$ cat src/sv/buffer_pool_lfu_lookup_assert.svh
// ----------------------------------------------------------------------------
// Buffer pool LFU lookup - assertion macros
// Shared concurrent assertion forms used by the RTL of the lookup block.
// ----------------------------------------------------------------------------
`ifndef BUFFER_POOL_LFU_LOOKUP_ASSERT_SVH
`define BUFFER_POOL_LFU_LOOKUP_ASSERT_SVH

// same-cycle implication, disabled while reset is asserted
`define BLP_ASSERT_IMP(lbl, clk, rstn, ante, cons, msg) \
    lbl: assert property (@(posedge clk) disable iff (!(rstn)) (ante) |-> (cons)) \
        else $error(msg);

// next-cycle implication, disabled while reset is asserted
`define BLP_ASSERT_NXT(lbl, clk, rstn, ante, cons, msg) \
    lbl: assert property (@(posedge clk) disable iff (!(rstn)) (ante) |=> (cons)) \
        else $error(msg);

`endif

$ cat src/sv/blp_pkg.sv
// ----------------------------------------------------------------------------
// Buffer pool LFU lookup - package
// Field widths, operation codes and the slot entry / result word types.
// ----------------------------------------------------------------------------
package blp_pkg;

    localparam int NUM_SLOTS_DEF = 16;

    localparam int FILE_W   = 8;
    localparam int BLOCK_W  = 24;
    localparam int COUNT_W  = 16;
    localparam int SLOT_W   = 4;

    localparam int IN_TDATA_W  = 40;  // file, block, modify, padding
    localparam int OUT_TDATA_W = 40;  // slot, wb file, wb block, padding
    localparam int OUT_TUSER_W = 2;   // hit, writeback valid

    localparam logic [COUNT_W-1:0] COUNT_MAX = {COUNT_W{1'b1}};

    // operation codes
    localparam logic OP_ACCESS = 1'b0;
    localparam logic OP_FLUSH  = 1'b1;

    // one slot as held in the entry memory
    typedef struct packed {
        logic [FILE_W-1:0]  file;
        logic [BLOCK_W-1:0] block;
        logic [COUNT_W-1:0] count;
        logic               dirty;
    } blp_entry_t;

    // one result word
    typedef struct packed {
        logic [SLOT_W-1:0]  slot;
        logic               hit;
        logic               wb_valid;
        logic [FILE_W-1:0]  wb_file;
        logic [BLOCK_W-1:0] wb_block;
        logic               last;
    } blp_result_t;

endpackage

$ cat src/sv/buffer_pool_lfu_lookup.sv
// An access gives a single result word; a flush gives one word per dirty slot
// (one empty word if none is dirty), and the master side can stall either.
// The scan reads one slot a cycle, unless a flush word is held, through the entry
// memory read port (one read, one write port); requests are taken only when idle.
// Reset (aresetn low, synchronous): slot valid bits and control state clear at
// once; the entry memory is not swept, an invalid slot counts as empty.
// ----------------------------------------------------------------------------
// Buffer pool LFU lookup - top level
// Fully associative slot table with least-frequently-used replacement.
// ----------------------------------------------------------------------------
module buffer_pool_lfu_lookup
    import blp_pkg::*;
#(
    parameter int NUM_SLOTS = NUM_SLOTS_DEF
) (
    input  logic                   aclk,
    input  logic                   aresetn,
    input  logic                   s_tvalid,
    output logic                   s_tready,
    input  logic [IN_TDATA_W-1:0]  s_tdata,   // file_id, block_index, will_modify
    input  logic [0:0]             s_tuser,   // op
    output logic                   m_tvalid,
    input  logic                   m_tready,
    output logic [OUT_TDATA_W-1:0] m_tdata,   // slot, writeback_file, writeback_block
    output logic [OUT_TUSER_W-1:0] m_tuser,   // hit, writeback_valid
    output logic                   m_tlast    // last
);

    localparam int IDX_W = (NUM_SLOTS > 1) ? $clog2(NUM_SLOTS) : 1;

    logic               ram_we;
    logic [IDX_W-1:0]   ram_waddr;
    blp_entry_t         ram_wdata;
    logic               ram_re;
    logic [IDX_W-1:0]   ram_raddr;
    blp_entry_t         ram_rdata;
    logic               res_valid;
    blp_result_t        res;
    logic               out_free;

    // request word unpacking
    logic [FILE_W-1:0]  in_file;
    logic [BLOCK_W-1:0] in_block;
    logic               in_modify;

    assign in_file   = s_tdata[FILE_W-1:0];
    assign in_block  = s_tdata[FILE_W+BLOCK_W-1:FILE_W];
    assign in_modify = s_tdata[FILE_W+BLOCK_W];

    blp_entry_ram #(
        .DEPTH  (NUM_SLOTS),
        .ADDR_W (IDX_W)
    ) u_ram (
        .aclk  (aclk),
        .we    (ram_we),
        .waddr (ram_waddr),
        .wdata (ram_wdata),
        .re    (ram_re),
        .raddr (ram_raddr),
        .rdata (ram_rdata)
    );

    blp_ctrl #(
        .NUM_SLOTS (NUM_SLOTS),
        .IDX_W     (IDX_W)
    ) u_ctrl (
        .aclk      (aclk),
        .aresetn   (aresetn),
        .s_valid   (s_tvalid),
        .s_ready   (s_tready),
        .s_op      (s_tuser[0]),
        .s_file    (in_file),
        .s_block   (in_block),
        .s_modify  (in_modify),
        .ram_we    (ram_we),
        .ram_waddr (ram_waddr),
        .ram_wdata (ram_wdata),
        .ram_re    (ram_re),
        .ram_raddr (ram_raddr),
        .ram_rdata (ram_rdata),
        .res_valid (res_valid),
        .res       (res),
        .out_free  (out_free)
    );

    blp_out_reg u_out (
        .aclk      (aclk),
        .aresetn   (aresetn),
        .res_valid (res_valid),
        .res       (res),
        .out_free  (out_free),
        .m_tvalid  (m_tvalid),
        .m_tready  (m_tready),
        .m_tdata   (m_tdata),
        .m_tuser   (m_tuser),
        .m_tlast   (m_tlast)
    );

endmodule

$ cat src/sv/blp_entry_ram.sv
// ----------------------------------------------------------------------------
// Buffer pool LFU lookup - slot entry memory
// One write port, one read port, registered read data.
// ----------------------------------------------------------------------------
module blp_entry_ram
    import blp_pkg::*;
#(
    parameter int DEPTH  = NUM_SLOTS_DEF,
    parameter int ADDR_W = (DEPTH > 1) ? $clog2(DEPTH) : 1
) (
    input  logic              aclk,
    input  logic              we,
    input  logic [ADDR_W-1:0] waddr,
    input  blp_entry_t        wdata,
    input  logic              re,
    input  logic [ADDR_W-1:0] raddr,
    output blp_entry_t        rdata
);

    blp_entry_t mem [DEPTH];
    blp_entry_t rdata_reg;

    // write port
    always_ff @(posedge aclk) begin
        if (we) begin
            mem[waddr] <= wdata;
        end
    end

    // read port, data held while no read is issued
    always_ff @(posedge aclk) begin
        if (re) begin
            rdata_reg <= mem[raddr];
        end
    end

    assign rdata = rdata_reg;

endmodule

$ cat src/sv/blp_ctrl.sv
// ----------------------------------------------------------------------------
// Buffer pool LFU lookup - scan sequencer
// Walks the entry memory one slot per cycle: tag match and LFU victim search
// on an access, dirty write-back and mark clearing on a flush (output may stall).
// ----------------------------------------------------------------------------
`include "buffer_pool_lfu_lookup_assert.svh"

module blp_ctrl
    import blp_pkg::*;
#(
    parameter int NUM_SLOTS = NUM_SLOTS_DEF,
    parameter int IDX_W     = (NUM_SLOTS > 1) ? $clog2(NUM_SLOTS) : 1
) (
    input  logic               aclk,
    input  logic               aresetn,
    // request side
    input  logic               s_valid,
    output logic               s_ready,
    input  logic               s_op,
    input  logic [FILE_W-1:0]  s_file,
    input  logic [BLOCK_W-1:0] s_block,
    input  logic               s_modify,
    // entry memory
    output logic               ram_we,
    output logic [IDX_W-1:0]   ram_waddr,
    output blp_entry_t         ram_wdata,
    output logic               ram_re,
    output logic [IDX_W-1:0]   ram_raddr,
    input  blp_entry_t         ram_rdata,
    // result side
    output logic               res_valid,
    output blp_result_t        res,
    input  logic               out_free
);

    localparam int PTR_W = $clog2(NUM_SLOTS + 1);
    localparam logic [PTR_W-1:0] PTR_END = PTR_W'(NUM_SLOTS);

    localparam logic [1:0] ST_IDLE    = 2'd0;
    localparam logic [1:0] ST_SCAN    = 2'd1;
    localparam logic [1:0] ST_ACC_FIN = 2'd2;
    localparam logic [1:0] ST_FL_FIN  = 2'd3;

    function automatic logic [SLOT_W-1:0] to_slot(input logic [IDX_W-1:0] idx);
        logic [IDX_W+SLOT_W-1:0] w;
        w = {{SLOT_W{1'b0}}, idx};
        return w[SLOT_W-1:0];
    endfunction

    logic [1:0]           state_reg,      state_next;
    logic                 op_reg,         op_next;
    logic [FILE_W-1:0]    file_reg,       file_next;
    logic [BLOCK_W-1:0]   block_reg,      block_next;
    logic                 modify_reg,     modify_next;
    logic [PTR_W-1:0]     rd_ptr_reg,     rd_ptr_next;
    logic                 chk_v_reg,      chk_v_next;
    logic [IDX_W-1:0]     chk_idx_reg,    chk_idx_next;
    logic [NUM_SLOTS-1:0] valid_reg,      valid_next;
    logic                 hit_reg,        hit_next;
    logic [IDX_W-1:0]     hit_idx_reg,    hit_idx_next;
    blp_entry_t           hit_entry_reg,  hit_entry_next;
    logic [IDX_W-1:0]     vic_idx_reg,    vic_idx_next;
    logic [COUNT_W-1:0]   vic_cnt_reg,    vic_cnt_next;
    logic                 vic_valid_reg,  vic_valid_next;
    blp_entry_t           vic_entry_reg,  vic_entry_next;
    logic                 pend_v_reg,     pend_v_next;
    logic [IDX_W-1:0]     pend_idx_reg,   pend_idx_next;
    logic [FILE_W-1:0]    pend_file_reg,  pend_file_next;
    logic [BLOCK_W-1:0]   pend_block_reg, pend_block_next;

    logic               scan_done;
    logic               cur_valid;
    logic               cur_match;
    logic [COUNT_W-1:0] cur_cnt;
    logic               cur_flush;
    logic               stall;
    logic               consume;
    blp_entry_t         clean_entry;

    // check stage decode on the word just read
    always_comb begin
        scan_done   = (rd_ptr_reg == PTR_END);
        cur_valid   = valid_reg[chk_idx_reg];
        cur_match   = cur_valid && (ram_rdata.file == file_reg)
                      && (ram_rdata.block == block_reg);
        cur_cnt     = cur_valid ? ram_rdata.count : '0;
        cur_flush   = (op_reg == OP_FLUSH) && cur_valid && ram_rdata.dirty;
        stall       = (state_reg == ST_SCAN) && chk_v_reg && cur_flush
                      && pend_v_reg && !out_free;
        consume     = (state_reg == ST_SCAN) && chk_v_reg && !stall;
        ram_re      = (state_reg == ST_SCAN) && !scan_done && (!chk_v_reg || consume);
        ram_raddr   = rd_ptr_reg[IDX_W-1:0];
        clean_entry = ram_rdata;
        clean_entry.dirty = 1'b0;
    end

    assign s_ready = (state_reg == ST_IDLE);

    // sequencer
    always_comb begin
        state_next      = state_reg;
        op_next         = op_reg;
        file_next       = file_reg;
        block_next      = block_reg;
        modify_next     = modify_reg;
        rd_ptr_next     = rd_ptr_reg;
        chk_v_next      = chk_v_reg;
        chk_idx_next    = chk_idx_reg;
        valid_next      = valid_reg;
        hit_next        = hit_reg;
        hit_idx_next    = hit_idx_reg;
        hit_entry_next  = hit_entry_reg;
        vic_idx_next    = vic_idx_reg;
        vic_cnt_next    = vic_cnt_reg;
        vic_valid_next  = vic_valid_reg;
        vic_entry_next  = vic_entry_reg;
        pend_v_next     = pend_v_reg;
        pend_idx_next   = pend_idx_reg;
        pend_file_next  = pend_file_reg;
        pend_block_next = pend_block_reg;
        ram_we          = 1'b0;
        ram_waddr       = chk_idx_reg;
        ram_wdata       = clean_entry;
        res_valid       = 1'b0;
        res             = '0;

        unique case (state_reg)
            ST_IDLE: begin
                if (s_valid) begin
                    op_next     = s_op;
                    file_next   = s_file;
                    block_next  = s_block;
                    modify_next = s_modify;
                    rd_ptr_next = '0;
                    chk_v_next  = 1'b0;
                    hit_next    = 1'b0;
                    pend_v_next = 1'b0;
                    state_next  = ST_SCAN;
                end
            end

            ST_SCAN: begin
                // read pointer runs one slot ahead of the check stage
                if (ram_re) begin
                    rd_ptr_next  = rd_ptr_reg + 1'b1;
                    chk_idx_next = rd_ptr_reg[IDX_W-1:0];
                end
                chk_v_next = ram_re || (chk_v_reg && !consume);

                if (consume && (op_reg == OP_ACCESS)) begin
                    if (cur_match && !hit_reg) begin
                        hit_next       = 1'b1;
                        hit_idx_next   = chk_idx_reg;
                        hit_entry_next = ram_rdata;
                    end
                    // strict less-than keeps the lowest index on ties
                    if ((chk_idx_reg == '0) || (cur_cnt < vic_cnt_reg)) begin
                        vic_idx_next   = chk_idx_reg;
                        vic_cnt_next   = cur_cnt;
                        vic_valid_next = cur_valid;
                        vic_entry_next = ram_rdata;
                    end
                end

                if (consume && cur_flush) begin
                    // clear the mark; the previous dirty slot goes out as not last
                    ram_we    = 1'b1;
                    ram_waddr = chk_idx_reg;
                    ram_wdata = clean_entry;
                    if (pend_v_reg) begin
                        res_valid    = 1'b1;
                        res.slot     = to_slot(pend_idx_reg);
                        res.wb_valid = 1'b1;
                        res.wb_file  = pend_file_reg;
                        res.wb_block = pend_block_reg;
                    end
                    pend_v_next     = 1'b1;
                    pend_idx_next   = chk_idx_reg;
                    pend_file_next  = ram_rdata.file;
                    pend_block_next = ram_rdata.block;
                end

                if (scan_done && (!chk_v_reg || consume)) begin
                    state_next = (op_reg == OP_FLUSH) ? ST_FL_FIN : ST_ACC_FIN;
                end
            end

            ST_ACC_FIN: begin
                if (out_free) begin
                    res_valid = 1'b1;
                    res.last  = 1'b1;
                    ram_we    = 1'b1;
                    if (hit_reg) begin
                        ram_waddr       = hit_idx_reg;
                        ram_wdata       = hit_entry_reg;
                        ram_wdata.count = (hit_entry_reg.count == COUNT_MAX)
                                          ? hit_entry_reg.count
                                          : hit_entry_reg.count + 1'b1;
                        ram_wdata.dirty = hit_entry_reg.dirty | modify_reg;
                        res.slot        = to_slot(hit_idx_reg);
                        res.hit         = 1'b1;
                    end else begin
                        ram_waddr       = vic_idx_reg;
                        ram_wdata.file  = file_reg;
                        ram_wdata.block = block_reg;
                        ram_wdata.count = COUNT_W'(1);
                        ram_wdata.dirty = modify_reg;
                        valid_next[vic_idx_reg] = 1'b1;
                        res.slot        = to_slot(vic_idx_reg);
                        if (vic_valid_reg && vic_entry_reg.dirty) begin
                            res.wb_valid = 1'b1;
                            res.wb_file  = vic_entry_reg.file;
                            res.wb_block = vic_entry_reg.block;
                        end
                    end
                    state_next = ST_IDLE;
                end
            end

            ST_FL_FIN: begin
                // final dirty slot, or an empty word when nothing was dirty
                if (out_free) begin
                    res_valid = 1'b1;
                    res.last  = 1'b1;
                    if (pend_v_reg) begin
                        res.slot     = to_slot(pend_idx_reg);
                        res.wb_valid = 1'b1;
                        res.wb_file  = pend_file_reg;
                        res.wb_block = pend_block_reg;
                    end
                    state_next = ST_IDLE;
                end
            end

            default: begin
                state_next = ST_IDLE;
            end
        endcase
    end

    // control state
    always_ff @(posedge aclk) begin
        if (!aresetn) begin
            state_reg  <= ST_IDLE;
            rd_ptr_reg <= '0;
            chk_v_reg  <= 1'b0;
            valid_reg  <= '0;
            hit_reg    <= 1'b0;
            pend_v_reg <= 1'b0;
        end else begin
            state_reg  <= state_next;
            rd_ptr_reg <= rd_ptr_next;
            chk_v_reg  <= chk_v_next;
            valid_reg  <= valid_next;
            hit_reg    <= hit_next;
            pend_v_reg <= pend_v_next;
        end
    end

    // payload
    always_ff @(posedge aclk) begin
        op_reg         <= op_next;
        file_reg       <= file_next;
        block_reg      <= block_next;
        modify_reg     <= modify_next;
        chk_idx_reg    <= chk_idx_next;
        hit_idx_reg    <= hit_idx_next;
        hit_entry_reg  <= hit_entry_next;
        vic_idx_reg    <= vic_idx_next;
        vic_cnt_reg    <= vic_cnt_next;
        vic_valid_reg  <= vic_valid_next;
        vic_entry_reg  <= vic_entry_next;
        pend_idx_reg   <= pend_idx_next;
        pend_file_reg  <= pend_file_next;
        pend_block_reg <= pend_block_next;
    end

    // checks
    `BLP_ASSERT_IMP(a_idle_no_mem, aclk, aresetn, state_reg == ST_IDLE, !ram_re && !ram_we, "memory accessed while idle")
    `BLP_ASSERT_NXT(a_stall_holds, aclk, aresetn, stall, chk_v_reg && $stable(chk_idx_reg), "stalled check word lost")
    `BLP_ASSERT_IMP(a_res_free, aclk, aresetn, res_valid, out_free, "result issued into a full output stage")
    `BLP_ASSERT_IMP(a_rw_apart, aclk, aresetn, ram_we && ram_re, ram_waddr != ram_raddr, "read and write collide on one slot")

endmodule

$ cat src/sv/blp_out_reg.sv
// ----------------------------------------------------------------------------
// Buffer pool LFU lookup - result output stage
// Holds one result word for the master side and packs it onto the bus.
// ----------------------------------------------------------------------------
module blp_out_reg
    import blp_pkg::*;
(
    input  logic                   aclk,
    input  logic                   aresetn,
    input  logic                   res_valid,
    input  blp_result_t            res,
    output logic                   out_free,
    output logic                   m_tvalid,
    input  logic                   m_tready,
    output logic [OUT_TDATA_W-1:0] m_tdata,
    output logic [OUT_TUSER_W-1:0] m_tuser,
    output logic                   m_tlast
);

    localparam int PAD_W = OUT_TDATA_W - SLOT_W - FILE_W - BLOCK_W;

    logic        m_valid_reg;
    blp_result_t res_reg;

    assign out_free = !m_valid_reg || m_tready;

    // valid flag
    always_ff @(posedge aclk) begin
        if (!aresetn) begin
            m_valid_reg <= 1'b0;
        end else if (out_free) begin
            m_valid_reg <= res_valid;
        end
    end

    // word held until taken
    always_ff @(posedge aclk) begin
        if (out_free && res_valid) begin
            res_reg <= res;
        end
    end

    assign m_tvalid = m_valid_reg;
    assign m_tdata  = {{PAD_W{1'b0}}, res_reg.wb_block, res_reg.wb_file, res_reg.slot};
    assign m_tuser  = {res_reg.wb_valid, res_reg.hit};
    assign m_tlast  = res_reg.last;

endmodule

$ cat config.mk
export PLATFORM = sky130hd
export DESIGN_NAME = buffer_pool_lfu_lookup
export DESIGN_NICKNAME = d
export VERILOG_FILES = /design/src/sv/blp_pkg.sv /design/src/sv/buffer_pool_lfu_lookup.sv /design/src/sv/blp_entry_ram.sv /design/src/sv/blp_ctrl.sv /design/src/sv/blp_out_reg.sv
export VERILOG_INCLUDE_DIRS = /design/src /design/src/sv
export SDC_FILE = /design/constraint.sdc
export NUM_CORES = 1
export LEC_CHECK = 0
export BUFFER_PORTS_ARGS = -buffer_cell sky130_fd_sc_hd__buf_4
export CAP_MARGIN = 25
export CORE_ASPECT_RATIO = 1.2
export CORE_MARGIN = 2
export CORE_UTILIZATION = 60
export CTS_BUF_LIST = sky130_fd_sc_hd__clkbuf_4 sky130_fd_sc_hd__clkbuf_8
export CTS_CLUSTER_DIAMETER = 100
export DETAILED_ROUTE_END_ITERATION = 6
export PLACE_DENSITY = 0.77
export SLEW_MARGIN = 20
export SYNTH_ARGS = -nofsm -noshare
export SYNTH_HDL_FRONTEND = slang
export SYNTH_SLANG_ARGS = --single-unit
$ cat constraint.sdc
create_clock -name aclk -period 13.2 [get_ports aclk]
set_clock_uncertainty 0.2 [all_clocks]
set_input_delay 0.66 -clock aclk [delete_from_list [all_inputs] [get_ports aclk]]
set_output_delay 0.66 -clock aclk [all_outputs]
set_load 0.02 [all_outputs]
* Yosys cells after proc, flatten, opt, wreduce, memory -nomap -nowiden *
Memory sizes are Yosys's and may differ from the RTL's. A register that Yosys moved wholly into a read port is not among the register bits.
Index checks and enable logic that the tools add are counted.
Widths: inputs -> output; s select.

cells by class
  reduce and logical (&&, ||, !) cells = 46
  bitwise gates (word level) = 4
  shift operators = 0
  equal/unequal tests = 14
  add/subtract/negate cells = 2
  multiply operators = 0
  mux-type cells = 48
  magnitude comparators = 4
  div/mod/pow operators = 0

operator list
  kind                   count
  $mux 49                3
  $mux 33                4
  $pmux 33 s3            1
  $mux 39                1
  $mux 34                1
  $mux 16                2
  $eq 24x24->1           1
  $mux 4                 6
  $logic_and 1x1->1      19
  $reduce_and 3->1       6
  $add 16x1->16 const B  1
  $eq 16x16->1 const B   1
  $lt 16x16->1           1
  $or 16x16->16          1
  $mux 1                 14
  $pmux 1 s2             6
  $pmux 4 s3             1
  $lt 4x5->1 const B     2
  $mux 5                 2
  $ne 2x2->1 const B     5
  $pmux 5 s2             1
  $reduce_and 2->1       5
  $eq 8x8->1             1
  $logic_not 1->1        7
  18 further kinds       26

storage, ports and cells
  memory bits (read-only) = 0
  output and inout bits = 45
  flip-flop bits (word level) = 247
  bits in writable memories = 784
  input bits = 45
  bits in latches = 0
  logic and storage cells = 151
  memories kept = 1

memory list
  memory     words  width  read ports  clocked after Yosys merged registers in  wr ports  line                 source
  u_ram.mem  16     49     1           1                                        1         blp_entry_ram.sv:20  blp_entry_t mem [DEPTH];

* Depth between registers and ports, before layout *
Gate-level depths: netlist (run 1).

  depth after elaboration = 14
  gate-level depth with buffers = 14
  depth with buffers taken out = 12

* By module *
From an unflattened synthesis (run 1), not the netlist that was laid out.

unflattened totals
  cell total of the unflattened synthesis = 2,053
  area, all modules = 41,537.3 um^2

modules (own cells, without submodules)
  module         seq. area each (um^2)  area each (um^2)  cells an instance  times used
  blp_entry_ram  25,014.0               30,827.1          1,268              1
  blp_ctrl       5,955.7                9,447.8           736                1
  blp_out_reg    1,191.1                1,262.5           49                 1

* Worst setup path after synthesis (run 1) *
No wires, ideal clock.

  kind = register to register
  start = reg u_ctrl.chk_idx_reg[3]
  end = reg u_ctrl.vic_cnt_reg[0], enable pin
  path buffers = 2
  stages on the path, launching flop included = 15
  arrival = 6.428 ns
  path slack = 6.025 ns
  clock period less this slack = 7.175 ns
  data required time = 12.453 ns
  cell sequence = edfxtp_1 -> buf_6 -> nor2b_1 -> a21oi_1 -> nand3_2 -> nand2_1 -> clkbuf_1 -> and2_1 -> ha_1 -> o21ai_0 -> nand2b_1 -> a21oi_1 -> nor3b_1 -> a221o_1 -> a211oi_1

RTL lines
  item                               line             source
  start: declaration                 blp_ctrl.sv:57   logic [IDX_W-1:0] chk_idx_reg, chk_idx_next;
  start signal: assignment           blp_ctrl.sv:266  chk_idx_reg <= chk_idx_next;
  $bmux 1 s4                         blp_ctrl.sv:83   cur_valid = valid_reg[chk_idx_reg];
  $mux 1 (not written as such)       blp_ctrl.sv:83
  named net u_ctrl.cur_valid         blp_ctrl.sv:72   logic cur_valid;
  $mux 16                            blp_ctrl.sv:86   cur_cnt = cur_valid ? ram_rdata.count : '0;
  named net u_ctrl.cur_cnt[1]        blp_ctrl.sv:74   logic [COUNT_W-1:0] cur_cnt;
  $lt 16x16->1                       blp_ctrl.sv:157  if ((chk_idx_reg == '0) || (cur_cnt < vic_cnt_reg)) begin
  $logic_or 1x1->1                   blp_ctrl.sv:157
  $reduce_and 3->1 (no source line)  --
  end signal: assignment             blp_ctrl.sv:270  vic_cnt_reg <= vic_cnt_next;
  end: declaration                   blp_ctrl.sv:63   logic [COUNT_W-1:0] vic_cnt_reg, vic_cnt_next;

The timed path passes the listed nets, and every way through them passes these cells. The select of a mux whose other input is x is not followed.
A chain may end at the register's enable or synchronous reset.

* Worst setup path after layout (run 1) *
  start = reg u_ctrl.chk_idx_reg[0]
  end = reg u_ctrl.vic_entry_reg[32] (netlist bit), enable pin

RTL lines
  item                               line             source
  $bmux 1 s4                         blp_ctrl.sv:83
  $mux 1 (not written as such)       blp_ctrl.sv:83
  $mux 16                            blp_ctrl.sv:86
  named net u_ctrl.cur_cnt[1]        blp_ctrl.sv:74
  $lt 16x16->1                       blp_ctrl.sv:157
  $logic_or 1x1->1                   blp_ctrl.sv:157
  $reduce_and 3->1 (no source line)  --
  end signal: assignment             blp_ctrl.sv:272  vic_entry_reg <= vic_entry_next;
  end: declaration                   blp_ctrl.sv:65   blp_entry_t vic_entry_reg, vic_entry_next;

The timed path passes the listed nets, and every way through them passes these cells. The select of a mux whose other input is x is not followed.

==> out/results.tsv, run 1 <==
stage	metric	value	unit
synth	synth.largest_area_cell	edfxtp_1	
synth	syn_area	0.0417	sq mm
sta	whs	0.208	ns
placed_design	place_hpwl	45600	um
synth	yosysMostFrequentCell	edfxtp_1	
layout	largest_register_ffs	784	
sta	clock.fmax	199	MHz
clock_tree	clk_pin_slew_worst_paths	0.07	ns
sta	fin_crit	5.02	ns
clock_tree	cts_htree_levels	4	
setup_path	cp_data_required_time	13.41	ns
outcome	status	complete, no violations	
die	die-area	0.0717	sq mm
clock_tree	clock_path_buffers	3	
clock_tree	worstSkewPairLatency	0.81	ns
sta	worst_pin_slew	1.09	ns
layout	register_area	0.0322	sq mm
synth	yosys_register_bits	1080	
die	die_height	293	um
hold_path	holdPathStages	4	
power_and_ir_drop	switching_power	2160	uW
synth	ys_types	63	
placed_design	pre_cts_slack	8.23	ns
sta	setup_slack	8.18	ns
setup_path	crit_path_end_kind	flop	
sta	hold_viol	0	
sta	setup_violations	0	
power_and_ir_drop	clockPowerShare	0.306	
synth	netlist.area_leader.share	0.758	
die	io_pins	90	
die	core	0.0686	sq mm
route	drt_first_pass_iters	6	
clock_tree	cts_buffers	157	
power_and_ir_drop	peakVddDrop	0.133	mV
global_route	track_usage	0.257	
synth	synth_warnings	0	
layout	drive_gt1_frac	0.289	
synth	ys_seq_area_frac	0.771	
route	dr_total_vias	20600	
clock_tree	cts_tree	done	
synth	yosys-top-cells-area	edfxtp_1 (76%), mux4_2 (13%), dfxtp_1 (1.3%)	
sta	fin_crit_sh	0.380	
route	vias_per_cell	6.36	
route	routed_wl	90000	um
setup_path	worstPathMaxFanout	50	
route	wl_per_cell	27.7	um
synth	async_reset_ff_frac	0	
route	drc_errors	0	
layout	syn_to_final_growth	13.0	%
die	rows	105	
clock_tree	numClockSinks	1080	
global_route	grt_max_degree	154	
sta	rsz0062_at_grt	no	
power_and_ir_drop	p_comb_frac	0.156	
clock_tree	cts_root_buffer	clkbuf_8	
power_and_ir_drop	power.leakage	0.0148	uW
sta	setup-tns-final	0	ns
synth	synth_edf_count	1053	
layout	fin_nets	2289	
setup_path	worstSetupStartpoint	u_ctrl.chk_idx_reg[0]	
route	drt_iter0_markers	2252	
flow_run	maxCapViolCount	0	
global_route	antenna_found_initial	2	
die	initial_core_util	0.609	
setup_path	critPathKind	flop to flop	
hold_path	min_from	s_tvalid	
power_and_ir_drop	power_density	175	mW/mm^2
sta	slew-limit-headroom	0.271	
hold_path	hp-class	input pin to flop	
global_route	grt_pass1_vias	21200	
layout	post-route-util	0.688	
synth	netlist_top_cells_count	edfxtp_1 (1053), mux4_2 (245), nand2_1 (74)	
global_route	grt_pass1_wl	132000	um
clock_tree	cts_resized	0	
setup_path	worst_r2r_path_depth	13	
die	die_w	245	um
placed_design	portBuffers	78	
layout	multi_input_area	0.00921	sq mm
power_and_ir_drop	fin_total_pwr	8270	uW
synth	synth.avg_cell_area	21.2	sq um
power_and_ir_drop	seq_power_share	0.538	
setup_path	cp-start-kind	flop	
setup_path	r2r_start	u_ctrl.chk_idx_reg[0]	
synth	synth-main-ff-cell	edfxtp_1	
placed_design	gp_congestion	0.851	
layout	fill_cells	4074	
setup_path	arrival	5.24	ns
sta	slew_violations	0	
power_and_ir_drop	switching_share	0.261	
power_and_ir_drop	p_int	6110	uW
synth	synth_cells	1969	
global_route	overflow	0	
route	ant_nets	0	
## cells by family (layout without fill, tap and decap cells)
group / Yosys count / after routing / share of synthesized area
adders and majority gates: 22 / 22 / 0.00660
and+or+nand+nor: 248 / 248 / 0.0296
muxes: 297 / 297 / 0.145
buffers and inverters: 121 / 487 / 0.0141
AOI/OAI and AO/OA: 158 / 158 / 0.0254
DFF: 1080 / 1080 / 0.771
xor gates and xnor gates: 42 / 42 / 0.00881
other: 1 / 5 / 0.0000898
## path summary, 6_finish.rpt
path	end	slack [ns]
hold reg to reg	u_ctrl.valid_reg[15]	0.27
setup reg to reg	u_ctrl.vic_entry_reg[32]	8.18
setup / recovery	u_ctrl.vic_entry_reg[32]	8.18
hold / removal	u_ctrl.pend_v_reg	0.21
## layer usage
layer / vias to the layer above / global-route usage / part of all wire
li1: 8639 / - / -
met1: 10700 / 0.351 / 0.38
met2: 1119 / 0.421 / 0.50
met3: 168 / 0.0484 / 0.087
met4: 0 / 0.0919 / 0.026
met5: - / 0 / 0
## cells in the final DEF, fill, tap and decap left out, types with 18 or more instances in the layout
cell,instances
a22o_1,35
mux4_2,245
nand2_1,73
clkbuf_8,164
nand3_1,30
o21ai_0,46
buf_4,135
a21oi_1,28
nor2_4,18
clkbuf_4,52
edfxtp_1,1053
dlygate4sd3_1,35
inv_1,24
xor2_1,32
ha_1,22
clkinv_1,43
dfxtp_1,22
mux2i_1,49
nor2b_1,18
nor2_1,29
## power groups by stage
stage | logic [uW] | clock network (uW) | registers (uW)
floorplan | 823 | 0 | 4480
global placement | 1160 | 0 | 4530
CTS | 1250 | 2570 | 4460
global route | 1410 | 2700 | 4460
detailed placement | 1240 | 0 | 4530
finish | 1290 | 2530 | 4450
## critical path, cell delays in order, from the launching register on
cell,delay [ns]
edfxtp_1,0.72
and2b_4,0.28
a22oi_2,0.22
nand3_2,0.15
nand2_1,0.60
and2_1,0.25
ha_1,0.23
o21ai_0,0.15
nand2b_1,0.08
a21oi_1,0.14
nor3b_1,0.10
a221o_1,0.35
a211oi_4,0.34
buf_4,0.76
## cell type report
type | count | share of cell area
flip-flops and latches | 1080 | 0.682
multi-input cells | 771 | 0.195
clock buffers | 215 | 0.0560
repair buffers | 187 | 0.0336
well taps | 909 | 0.0241
clock inverters | 60 | 0.00679
inverters | 25 | 0.00199
diodes | 1 | 0.0000531
## metrics by stage
stage          cells  cell area, sq um
6_report        3248             47200
5_1_grt         3248             47200
4_1_cts         3240             47000
3_5_place_dp    2930             43700
3_3_place_gp    2920             43600
2_1_floorplan   1972             41700
## timing repair
action,4_1_cts,5_1_grt
hold buffers,35,0
endpoints found under the setup margin,0,0
buffers inserted,0,0
endpoints found under the hold margin,49,0
No activity file was read; power rests on OpenSTA's default activity.
==> run 2, diff against run 1 <==
Settings changed: ABC_AREA set to 1.
Clock period 13.2 ns to 4.9 ns, I/O delays scaled along.
==> out/results.tsv, run 2 <==
stage	metric	value	unit	change
outcome	status	complete, no violations		
synth	async_reset_ff_frac	0		unchanged
route	vias_per_cell	6.20		-2.5%
route	topRoutingLayerUsed	met4		
sta	setup_violations	0		unchanged
layout	largest_register_ffs	784		unchanged
die	die_height	296	um	+0.94%
route	wl_per_cell	23.5	um	-15%
synth	synth.avg_cell_area	13.0	sq um	-39%
route	met3RoutedLength	10500	um	+33%
die	die-area	0.0730	sq mm	+1.9%
power_and_ir_drop	fin_total_pwr	22600	uW	+170%
flow_run	maxCapViolCount	0		unchanged
synth	syn_area	0.0425	sq mm	+1.9%
clock_tree	cts_resized	0		unchanged
power_and_ir_drop	switching_power	6420	uW	+200%
die	initial_core_util	0.609		about the same
placed_design	gp_congestion	0.962		+13%
layout	post-route-util	0.692		+0.00447
clock_tree	clk_pin_slew_worst_paths	0.06	ns	about the same
route	drt_iter0_markers	3223		+43%
clock_tree	cts_tree	done		
route	drt_first_pass_iters	7		+1
synth	ys_seq_area_frac	0.756		-0.0145
placed_design	dp.cells	4152		+42%
die	rows	106		+0.95%
synth	ys_types	44		-30%
hold_path	hp-class	input pin to flop		
layout	syn_to_final_growth	13.7	%	
clock_tree	numClockSinks	1080		unchanged
synth	yosys-top-cells-area	edfxtp_1 (74%), o21ai_0 (4.9%), nor2_1 (4.4%)		
route	drc_errors	0		unchanged
layout	design_area	0.0484	sq mm	+2.6%
power_and_ir_drop	power_density	467	mW/mm^2	+170%
route	wl_met1	39500	um	+15%
power_and_ir_drop	peakVddDrop	0.286	mV	+110%
synth	yosysMostFrequentCell	edfxtp_1		
power_and_ir_drop	seq_power_share	0.535		-0.003
clock_tree	clock_path_buffers	3		unchanged
synth	synth_edf_count	1053		unchanged
synth	yosys_register_bits	1080		unchanged
setup_path	critPathKind	flop to flop		
synth	synth-main-ff-cell	edfxtp_1		
setup_path	cp_data_required_time	5.15	ns	-8.26 ns
power_and_ir_drop	p_int	16200	uW	+160%
route	dr_total_vias	28000		+35%
setup_path	cp-start-kind	flop		
power_and_ir_drop	power.leakage	0.0164	uW	+11%
layout	layout_common_cells	edfxtp_1 (1053), nor2_1 (479), o21ai_0 (415), nand2_1 (387), o22ai_1 (204)		
sta	slew_violations	0		unchanged
power_and_ir_drop	clockPowerShare	0.307		about the same
global_route	grt_pass1_vias	27500		+30%
setup_path	crit_path_end_kind	flop		
setup_path	worstPathMaxFanout	37		-26%
route	routed_wl	106000	um	+18%
sta	setup-tns-final	0	ns	unchanged
synth	synth.largest_area_cell	edfxtp_1		
clock_tree	cts_root_buffer	clkbuf_8		
die	io_pins	90		unchanged
clock_tree	cts_htree_levels	4		unchanged
setup_path	arrival	4.41	ns	-0.83 ns
sta	clock.fmax	240	MHz	+21%
synth	netlist_top_cells_count	edfxtp_1 (1053), nor2_1 (501), o21ai_0 (415)		
layout	instances_no_fill	4514		+39%
sta	rsz0062_at_grt	no		
power_and_ir_drop	p_comb_frac	0.158		+0.002
route	route.met2.wl	52500	um	+16%
placed_design	portBuffers	78		unchanged
sta	worst_pin_slew	1.15	ns	+0.0588 ns
synth	netlist.area_leader.share	0.743		-0.0142
sta	fin_crit_sh	0.849		+0.469
die	die_w	247	um	+0.94%
global_route	antenna_found_initial	2		unchanged
global_route	track_usage	0.291		+0.0347
global_route	overflow	0		unchanged
synth	synth_warnings	0		unchanged
clock_tree	worstSkewPairLatency	0.83	ns	+0.02 ns
layout	fin_nets	3546		+55%
power_and_ir_drop	switching_share	0.284		+0.0230
layout	drive_gt1_frac	0.130		-0.159
sta	fin_crit	4.16	ns	-0.858 ns
sta	slew-limit-headroom	0.232		-0.0392
placed_design	placed_cell_area	0.0445	sq mm	+1.7%
global_route	grt_max_degree	192		+25%
sta	hold_viol	0		unchanged
synth	synth_cells	3272		+66%
global_route	grt_pass1_wl	159000	um	+20%
layout	fill_cells	4568		+12%
route	ant_nets	0		unchanged
placed_design	place_hpwl	58400	um	+28%
clock_tree	cts_buffers	160		+1.9%
die	core	0.0699	sq mm	+1.9%
layout	mostFrequentLayoutCell	edfxtp_1		
==> run 2: kinds of logic after synthesis <==
kind of cell	share of synthesized area
buffers and inverters	0.0302
and+or+nand+nor	0.105
adders and majority gates	0.00647
DFF	0.756
xor gates and xnor gates	0.00515
AOI/OAI and AO/OA	0.0968
other	0.0000882
==> run 2: layout make-up <==
class | instances | area, sq um | share of cell area
inverters | 134 | 518 | 0.0107
well taps | 918 | 1150 | 0.0237
clock inverters | 68 | 412 | 0.00851
repair buffers | 235 | 2180 | 0.0452
multi-input cells | 1868 | 9350 | 0.193
clock buffers | 210 | 2590 | 0.0535
diodes | 1 | 2.50 | 0.0000517
flip-flops and latches | 1080 | 32200 | 0.665
==> run 2: path summary, 6_finish.rpt <==
| check | slack, ns | start | end | depth (start not counted) |
|---|---|---|---|---|
| max | 0.74 | u_ctrl.chk_idx_reg[0] | u_ctrl.vic_entry_reg[17] | 18 |
| min | 0.06 | aresetn | u_ctrl.state_reg[1] | 4 |
| max reg2reg | 0.74 | u_ctrl.chk_idx_reg[0] | u_ctrl.vic_entry_reg[17] | 18 |
| min reg2reg | 0.25 | u_ram.rdata[10] | u_ctrl.hit_entry_reg[10] | 0 |
==> run 2: timing repair <==
item | CTS | global route
endpoints found under the hold margin | 103 | 0
buffers inserted | 0 | 0
hold buffers | 75 | 0
==> run 2: power by group through the flow <==
stage / clock, uW / sequential (uW) / combinational (uW)
6_report: 6940 / 12100 / 3580
5_1_grt: 7410 / 12100 / 3850
4_1_cts: 7010 / 12100 / 3440
3_5_place_dp: 0 / 12300 / 3370
3_3_place_gp: 0 / 12200 / 3200
2_1_floorplan: 0 / 12200 / 1890
==> run 2: critical path, cell delays in order (launching register included) <==
cell       delay (ns)
edfxtp_1         0.65
inv_2            0.16
nand2_1          0.09
nand3_1          0.06
nand2_1          0.08
nand2_1          0.05
nand3_1          0.12
nand2_4          0.09
inv_4            0.23
nor2_1           0.10
ha_1             0.32
nand2_1          0.07
inv_1            0.06
nand3_1          0.07
a31oi_1          0.08
a2111oi_0        0.39
nand2_1          0.28
a21oi_4          0.19
buf_4            0.44
==> run 2: routing by layer <==
layer,vias up,global-route usage
li1,12400,-
met1,13600,0.381
met2,1745,0.480
met3,246,0.0554
met4,0,0.129
met5,-,0
==> run 2: per-stage QoR <==
stage | worst slack, ns | hold slack [ns]
after detailed placement | 0.793 | 0.225
after global placement | 0.714 | 0.224
after global routing | 0.297 | 0.0414
final | 0.738 | 0.0642
after floorplan | 0.307 | 0.144
after CTS | 0.762 | 0.00727
